`src/hw/rtl/nscf_pkg.sv`:
```
// ---------------------------------------------------------------------------
// NMEA sentence checksum framer package
// Widths, character codes, status codes, stage types and the hex decoder.
// ---------------------------------------------------------------------------
package nscf_pkg;

  localparam int MAX_LEN_DEF = 128;
  localparam int ID_CHARS    = 5;
  localparam int ID_W        = 8 * ID_CHARS;
  localparam int TICK_W      = 16;
  localparam int ASC_W       = 3;

  localparam logic [TICK_W-1:0] TIMEOUT_RST = 16'd50;

  localparam logic [7:0] CH_DOLLAR = 8'h24;
  localparam logic [7:0] CH_STAR   = 8'h2A;
  localparam logic [7:0] CH_CR     = 8'h0D;

  localparam logic [ASC_W-1:0] ASC_HI_DIGIT = 3'd1;
  localparam logic [ASC_W-1:0] ASC_LO_DIGIT = 3'd2;
  localparam logic [ASC_W-1:0] ASC_CHECK    = 3'd4;

  localparam logic REQ_BYTE = 1'b0;
  localparam logic REQ_TICK = 1'b1;

  localparam logic [1:0] ST_VALID    = 2'd0;
  localparam logic [1:0] ST_MISMATCH = 2'd1;
  localparam logic [1:0] ST_OVERLEN  = 2'd2;
  localparam logic [1:0] ST_TIMEOUT  = 2'd3;

  typedef struct packed {
    logic       req_type;
    logic [7:0] rx_byte;
  } item_t;

  typedef struct packed {
    logic [1:0]      status;
    logic [7:0]      computed_checksum;
    logic [ID_W-1:0] sentence_id;
    logic [7:0]      sentence_length;
  } result_t;

  typedef struct packed {
    logic       bad;
    logic [3:0] val;
  } hex_t;

  function automatic hex_t hex_decode(input logic [7:0] c);
    hex_t h;
    h.bad = 1'b0;
    h.val = 4'd0;
    if (c >= 8'h30 && c <= 8'h39) begin
      h.val = 4'(c - 8'h30);
    end else if (c >= 8'h41 && c <= 8'h46) begin
      h.val = 4'(c - 8'h37);
    end else if (c >= 8'h61 && c <= 8'h66) begin
      h.val = 4'(c - 8'h57);
    end else begin
      h.bad = 1'b1;
    end
    return h;
  endfunction

endpackage

```
`src/hw/rtl/nmea_sentence_checksum_framer.sv`:
```
// An accepted transaction waits in the input register; its result then sets the output register.
// Throughput: one transaction per cycle, byte or tick, set by the single framing stage.
// Stalls on the result channel hold the input register and then deassert in_tready.
// Reset: synchronous active-low rst_n clears the valid flags of both stage registers and the
// sentence state, sets the timeout register to 50 ticks and loads the tick counter from it.
// ---------------------------------------------------------------------------
// NMEA sentence checksum framer
// Frames NMEA 0183 sentences, checks the XOR checksum and reports overlong sentences and timeouts.
// ---------------------------------------------------------------------------
module nmea_sentence_checksum_framer
  import nscf_pkg::*;
#(
  parameter int MAX_LEN = MAX_LEN_DEF
) (
  input  logic              clk,
  input  logic              rst_n,
  input  logic              cfg_wr_en,
  input  logic [TICK_W-1:0] cfg_wr_data,  // byte_timeout_ticks
  input  logic              in_tvalid,
  output logic              in_tready,
  input  logic [7:0]        in_tdata,     // rx_byte
  input  logic              in_tuser,     // req_type
  output logic              out_tvalid,
  input  logic              out_tready,
  output logic [55:0]       out_tdata,    // computed_checksum, sentence_id, sentence_length
  output logic [1:0]        out_tuser     // status
);

  logic    item_vld;
  item_t   item;
  logic    out_free;
  logic    step;
  logic    res_vld;
  result_t res;

  assign step = item_vld && out_free;

  nscf_in_stage u_in (
    .clk       (clk),
    .rst_n     (rst_n),
    .in_tvalid (in_tvalid),
    .in_tready (in_tready),
    .in_tuser  (in_tuser),
    .in_tdata  (in_tdata),
    .take      (step),
    .item_vld  (item_vld),
    .item      (item)
  );

  nscf_core #(
    .MAX_LEN (MAX_LEN)
  ) u_core (
    .clk         (clk),
    .rst_n       (rst_n),
    .cfg_wr_en   (cfg_wr_en),
    .cfg_wr_data (cfg_wr_data),
    .step        (step),
    .item        (item),
    .res_vld     (res_vld),
    .res         (res)
  );

  nscf_out_stage u_out (
    .clk        (clk),
    .rst_n      (rst_n),
    .res_vld    (res_vld),
    .res        (res),
    .out_free   (out_free),
    .out_tvalid (out_tvalid),
    .out_tready (out_tready),
    .out_tdata  (out_tdata),
    .out_tuser  (out_tuser)
  );

endmodule

```
`src/hw/rtl/nscf_in_stage.sv`:
```
// ---------------------------------------------------------------------------
// NSCF input stage
// Registers one accepted transaction for the framing logic.
// ---------------------------------------------------------------------------
module nscf_in_stage
  import nscf_pkg::*;
(
  input  logic  clk,
  input  logic  rst_n,
  input  logic  in_tvalid,
  output logic  in_tready,
  input  logic  in_tuser,
  input  logic  [7:0] in_tdata,
  input  logic  take,
  output logic  item_vld,
  output item_t item
);

  logic  vld_r;
  item_t item_r;

  assign in_tready = !vld_r || take;
  assign item_vld  = vld_r;
  assign item      = item_r;

  always_ff @(posedge clk) begin
    if (!rst_n) begin
      vld_r <= 1'b0;
    end else if (in_tvalid && in_tready) begin
      vld_r <= 1'b1;
    end else if (take) begin
      vld_r <= 1'b0;
    end
  end

  always_ff @(posedge clk) begin
    if (in_tvalid && in_tready) begin
      item_r.req_type <= in_tuser;
      item_r.rx_byte  <= in_tdata;
    end
  end

endmodule

```
`src/hw/rtl/nscf_core.sv`:
```
// ---------------------------------------------------------------------------
// NSCF framing core
// Sentence state, checksum accumulation, address capture and tick timeout.
// ---------------------------------------------------------------------------
module nscf_core
  import nscf_pkg::*;
#(
  parameter int MAX_LEN = MAX_LEN_DEF
) (
  input  logic              clk,
  input  logic              rst_n,
  input  logic              cfg_wr_en,
  input  logic [TICK_W-1:0] cfg_wr_data,
  input  logic              step,
  input  item_t             item,
  output logic              res_vld,
  output result_t           res
);

  logic [TICK_W-1:0] timeout_r;
  logic [TICK_W-1:0] ticks_r, ticks_nxt;
  logic              in_sent_r, in_sent_nxt;
  logic [7:0]        idx_r, idx_nxt;
  logic [7:0]        xor_r, xor_nxt;
  logic              star_r, star_nxt;
  logic [ASC_W-1:0]  asc_r, asc_nxt;
  logic [7:0]        hex_r, hex_nxt;
  logic              bad_r, bad_nxt;
  logic              cr_r, cr_nxt;
  logic [ID_W-1:0]   id_r, id_nxt;

  logic [8:0]        idx_inc;
  logic [7:0]        c;
  hex_t              hd;
  logic              emit;
  logic [1:0]        emit_st;
  logic [7:0]        emit_len;
  logic              clear;

  assign c       = item.rx_byte;
  assign idx_inc = {1'b0, idx_r} + 9'd1;
  assign hd      = hex_decode(c);

  always_comb begin
    ticks_nxt   = ticks_r;
    in_sent_nxt = in_sent_r;
    idx_nxt     = idx_r;
    xor_nxt     = xor_r;
    star_nxt    = star_r;
    asc_nxt     = asc_r;
    hex_nxt     = hex_r;
    bad_nxt     = bad_r;
    cr_nxt      = cr_r;
    id_nxt      = id_r;
    emit        = 1'b0;
    emit_st     = ST_VALID;
    emit_len    = idx_r;
    clear       = 1'b0;

    if (item.req_type == REQ_TICK) begin
      if (ticks_r <= TICK_W'(1)) begin
        emit      = 1'b1;
        emit_st   = ST_TIMEOUT;
        clear     = 1'b1;
        ticks_nxt = timeout_r;
      end else begin
        ticks_nxt = ticks_r - TICK_W'(1);
      end
    end else if (c == CH_DOLLAR) begin
      clear     = 1'b1;
      ticks_nxt = timeout_r;
    end else if (in_sent_r) begin
      ticks_nxt = timeout_r;
      if (idx_inc > 9'(MAX_LEN)) begin
        emit     = 1'b1;
        emit_st  = ST_OVERLEN;
        emit_len = idx_inc[8] ? 8'hFF : idx_inc[7:0];
        clear    = 1'b1;
      end else begin
        idx_nxt  = idx_inc[7:0];
        emit_len = idx_inc[7:0];
        for (int k = 0; k < ID_CHARS; k++) begin
          if (idx_inc == 9'(k + 1)) begin
            id_nxt[ID_W-1-8*k -: 8] = id_r[ID_W-1-8*k -: 8] | c;
          end
        end
        if (!star_r) begin
          if (c == CH_STAR) begin
            star_nxt = 1'b1;
          end else if (c == CH_CR) begin
            cr_nxt = 1'b1;
          end else if (!cr_r) begin
            xor_nxt = xor_r ^ c;
          end
        end else if (asc_r < ASC_CHECK) begin
          asc_nxt = asc_r + ASC_W'(1);
          if (asc_nxt == ASC_HI_DIGIT) begin
            hex_nxt = {hd.val, 4'd0};
            bad_nxt = bad_r | hd.bad;
          end else if (asc_nxt == ASC_LO_DIGIT) begin
            hex_nxt = {hex_r[7:4], hd.val};
            bad_nxt = bad_r | hd.bad;
          end else if (asc_nxt == ASC_CHECK) begin
            emit = 1'b1;
            if (!bad_r && !cr_r && hex_r == xor_r) begin
              emit_st = ST_VALID;
              clear   = 1'b1;
            end else begin
              emit_st = ST_MISMATCH;
            end
          end
        end
      end
    end

    res.status            = emit_st;
    res.computed_checksum = xor_r;
    res.sentence_id       = (emit_st == ST_OVERLEN || emit_st == ST_TIMEOUT) ? id_r : id_nxt;
    res.sentence_length   = emit_len;

    if (clear) begin
      in_sent_nxt = (item.req_type == REQ_BYTE) && (c == CH_DOLLAR);
      idx_nxt     = 8'd0;
      xor_nxt     = 8'd0;
      star_nxt    = 1'b0;
      asc_nxt     = '0;
      hex_nxt     = 8'd0;
      bad_nxt     = 1'b0;
      cr_nxt      = 1'b0;
      id_nxt      = '0;
    end
  end

  assign res_vld = step && emit;

  always_ff @(posedge clk) begin
    if (!rst_n) begin
      timeout_r <= TIMEOUT_RST;
      ticks_r   <= TIMEOUT_RST;
      in_sent_r <= 1'b0;
      idx_r     <= 8'd0;
      xor_r     <= 8'd0;
      star_r    <= 1'b0;
      asc_r     <= '0;
      hex_r     <= 8'd0;
      bad_r     <= 1'b0;
      cr_r      <= 1'b0;
      id_r      <= '0;
    end else if (cfg_wr_en) begin
      timeout_r <= cfg_wr_data;
      ticks_r   <= cfg_wr_data;
    end else if (step) begin
      ticks_r   <= ticks_nxt;
      in_sent_r <= in_sent_nxt;
      idx_r     <= idx_nxt;
      xor_r     <= xor_nxt;
      star_r    <= star_nxt;
      asc_r     <= asc_nxt;
      hex_r     <= hex_nxt;
      bad_r     <= bad_nxt;
      cr_r      <= cr_nxt;
      id_r      <= id_nxt;
    end
  end

endmodule

```
`src/hw/rtl/nscf_out_stage.sv`:
```
// ---------------------------------------------------------------------------
// NSCF output stage
// Result register that holds a report until the downstream side takes it.
// ---------------------------------------------------------------------------
module nscf_out_stage
  import nscf_pkg::*;
(
  input  logic          clk,
  input  logic          rst_n,
  input  logic          res_vld,
  input  result_t       res,
  output logic          out_free,
  output logic          out_tvalid,
  input  logic          out_tready,
  output logic [55:0]   out_tdata,
  output logic [1:0]    out_tuser
);

  logic    vld_r;
  result_t res_r;

  assign out_free   = !vld_r || out_tready;
  assign out_tvalid = vld_r;
  assign out_tdata  = {res_r.sentence_length, res_r.sentence_id, res_r.computed_checksum};
  assign out_tuser  = res_r.status;

  always_ff @(posedge clk) begin
    if (!rst_n) begin
      vld_r <= 1'b0;
    end else if (res_vld) begin
      vld_r <= 1'b1;
    end else if (out_tready) begin
      vld_r <= 1'b0;
    end
  end

  always_ff @(posedge clk) begin
    if (res_vld) begin
      res_r <= res;
    end
  end

endmodule

```
`config.mk`:
```
export PLATFORM = sky130hd
export DESIGN_NAME = nmea_sentence_checksum_framer
export DESIGN_NICKNAME = d
export VERILOG_FILES = /design/src/hw/rtl/nscf_pkg.sv /design/src/hw/rtl/nmea_sentence_checksum_framer.sv /design/src/hw/rtl/nscf_in_stage.sv /design/src/hw/rtl/nscf_core.sv /design/src/hw/rtl/nscf_out_stage.sv
export SDC_FILE = /design/constraint.sdc
export NUM_CORES = 1
export LEC_CHECK = 0
export BUFFER_PORTS_ARGS = -buffer_cell sky130_fd_sc_hd__buf_2
export CORE_MARGIN = 4
export CORE_UTILIZATION = 52
export DETAILED_ROUTE_END_ITERATION = 12
export PLACE_DENSITY = 0.72
export SYNTH_ARGS = -nofsm -noshare
export SYNTH_HDL_FRONTEND = slang
export SYNTH_SLANG_ARGS = --single-unit
```
`constraint.sdc`:
```
create_clock -name clk -period 17.1 [get_ports clk]
set_input_delay 3.42 -clock clk [delete_from_list [all_inputs] [get_ports clk]]
set_output_delay 3.42 -clock clk [all_outputs]
set_load 0.005 [all_outputs]
```
==> flow_summary.yaml <==
clocking:
  cts_tree: "built"
  hold_buffers: 0
  cts_max_path_buffers: 2
  cts_made_buffers: 17
  clk_pin_slew_ns: 0.07
  cts-root-buf: "clkbuf_16"
  ctsResizeCount: 0
  clk_latency_ns: 0.43
  postCtsSetupBuffers: 0
  cts_sinks: 172
  htreeDepth: 4
route:
  routed_wl_um: 17300
  first_pass_iters: 5
  drc: 0
  via_count: 6180
  avgViaCountPerCell: 5.88
  drtIter0Drc: 582
  wire_per_inst_um: 16.5
  ant_nets: 0
sta:
  skew_ns: 0.0108
  finalHoldViolations: 0
  slew_viol_final: 0
  max_freq_mhz: 135
  grt_setup_unrepaired: "no"
  maxSlewHeadroom_pct: 35.0
  hold-worst-slack_ns: 0.465
  fin_crit_ns: 7.38
  max_slew.worst_pin.slew_ns: 0.972
  timing.final.crit_share_pct: 43.2
  setup_tns_ns: 0
  setup_viol: 0
die:
  num_io_pins: 90
  die_y_um: 130
  rows: 44
  core_um2: 14500
  fp.dieArea_um2: 16900
  die_x_um: 130
  start_util_pct: 53.1
worst_setup_path:
  cp_common_cell: "buf_2"
  r2r_setup_slack_ns: 13.65
  worstPathRequired_ns: 13.68
  cpMaxStageDelayCell: "nor2b_1"
  start_kind: "input port"
  crit_arrival_ns: 3.96
  r2r_start: "u_core.idx_r[0]"
  worstPathMaxFanout: 4
  crit_start: "out_tready"
  r2r_cells: 9
  slowest_delay_ns: 0.22
  crit_path_cell_trace: "buf_2, nor2b_1, nand2_1, buf_2"
  crit_type: "input port to primary output"
  r2r-end: "u_out.out_tdata[16]"
  end_kind: "primary output"
power_and_ir_drop:
  switching_power_mw: 0.207
  p_int_mw: 0.643
  comb_power_share_pct: 5.4
  p_sw_share_pct: 24.3
  seq_power_share_pct: 51.9
  irDropWorstVdd_v: 0.0000676
  pwr-share-clk_pct: 42.7
  powerDensity_nw_per_um2: 96.5
  p_leak_nw: 3.38
min_path:
  hp-start: "u_core.id_r[18]"
  worst_hold_path_type: "register to register"
  min_to: "u_core.id_r[18]"
  hold_depth: 2
global_routing:
  overflow: 0
  grt_pass1_vias: 5723
  grt_use_total_pct: 20.9
  grt_max_degree: 54
  grt_pass1_wl_um: 28400
  antenna_found_initial: 0
synth:
  async_reset_ff_share_pct: 0
  synth_seq_area_share_pct: 53.3
  syn_area_per_cell_um2: 9.84
  synthTopCellsByCount: "dfxtp_1, nor2_1, a21oi_1"
  syn_area_um2: 7720
  yosysTopAreaCell: "dfxtp_1"
  synthFlopType: "dfxtp_1"
  ys_warn_count: 0
  syn-num-nets: 830
  yosysMostFrequentCell: "dfxtp_1"
  synth_edf_count: 67
  netlist.area_leader.share_pct: 27.2
  ys_top_cells_by_area: "dfxtp_1, edfxtp_1, a21oi_1"
  ys_types: 68
  ys_ff_latch: 172
  synthCells: 785
layout:
  final_area_um2: 8810
  fin_nets: 899
  drive_above_1_share_pct: 17.8
  syn2layout_area_growth_pct: 14.0
  fillers: 1255
  num_antenna_cells: 0
  fin_cells: 1051
placement:
  io_buffer_count: 89
  hpwl_um: 12100
  routabilityCongestion: 0.866
  dp_cells: 1019
  dpl-instance-area_um2: 8250
run_status:
  status: "completed"
job:
  cap_violations: 0
[final cells by class]
class / instances / area, µm² / area share [%]
multi-input cells: 546 / 3330 / 37.8
inverters: 21 / 78.8 / 0.895
clock buffers: 19 / 433 / 4.92
well taps: 184 / 230 / 2.61
flip-flops and latches: 172 / 4110 / 46.7
repair buffers: 96 / 498 / 5.66
clock inverters: 13 / 120 / 1.36
[routing by layer]
layer  share of wire, %  global-route usage (%)
met1                 45                    29.6
met2                 47                    33.0
met3                5.9                    3.81
met4                1.3                    6.66
met5                  0                       0
[sequential cells by signal, summed over array words and instances (netlist names)]
name              count
u_core.bad_r          1
u_core.cr_r           1
u_out.out_tuser       2
u_core.hex_r          8
u_core.id_r          40
u_core.idx_r          8
u_in.item             9
u_core.asc_r          3
u_core.star_r         1
u_core.ticks_r       16
u_core.xor_r          8
u_core.in_sent_r      1
u_core.timeout_r     16
u_in.item_vld         1
u_out.out_tvalid      1
u_out.out_tdata      56
[cells by family (layout without fill, tap and decap cells)]
logic type               Yosys count  after routing  synth area share (%)
flip-flops                       172            172                  53.3
multiplexers                      17             17                  2.24
adder cells (fa/ha/maj)           15             15                  2.43
XOR/XNOR                          17             17                  1.93
AND/OR/NAND/NOR                  263            263                  16.1
AO/OA/AOI/OAI                    234            234                  20.3
buffers and inverters             67            149                  3.66
[power by group through the flow]
stage / logic [mW] / registers [mW] / clock network, mW
2_1_floorplan: 0.0338 / 0.448 / 0
3_3_place_gp: 0.0435 / 0.450 / 0
3_5_place_dp: 0.0451 / 0.450 / 0
4_1_cts: 0.0454 / 0.441 / 0.371
5_1_grt: 0.0507 / 0.442 / 0.391
6_report: 0.0455 / 0.441 / 0.363
[cells in the final DEF (no fill, tap or decap), drive strengths merged, types with 7 or more instances in the layout]
master  netlist  layout
a211oi       16      16
buf          10      96
o21ai        39      39
and2          7       7
nor2b        20      20
xor2         11      11
nand2b        7       7
nor3         21      21
a31o         16      16
ha           15      15
o21bai       34      34
a311oi        7       7
clkbuf       36      19
edfxtp       67      67
nor2         97      97
a21oi        73      73
mux2i        15      15
inv          21      31
dfxtp       105     105
nand2        62      62
nand3        17      17
[worst max-delay path by stage]
| stage | endpoint | cells after the start | slack, ns |
|---|---|---|---|
| finish | in_tready | 4 | 9.72 |
| global route | in_tready | 4 | 9.66 |
| CTS | in_tready | 4 | 9.72 |
| detailed placement | in_tready | 4 | 9.71 |
| global placement | in_tready | 4 | 9.77 |
| floorplan | u_out.out_tdata[0] | 3 | 8.95 |
[stage by stage]
| stage | total power, mW | setup slack [ns] | utilization, % |
|---|---|---|---|
| 3_3_place_gp | 0.493 | 9.77 | 56.8 |
| 2_1_floorplan | 0.481 | 8.95 | - |
| 5_1_grt | 0.884 | 9.66 | 60.6 |
| 3_5_place_dp | 0.495 | 9.71 | 56.8 |
| 6_report | 0.850 | 9.72 | 60.6 |
| 4_1_cts | 0.857 | 9.72 | 60.6 |
[critical path, delay by kind of cell]
| kind | cells | cell delay [ns] |
|---|---|---|
| buf+inv | 2 | 0.23 |
| simple gates | 2 | 0.32 |
(Power assumes the default switching activity.)
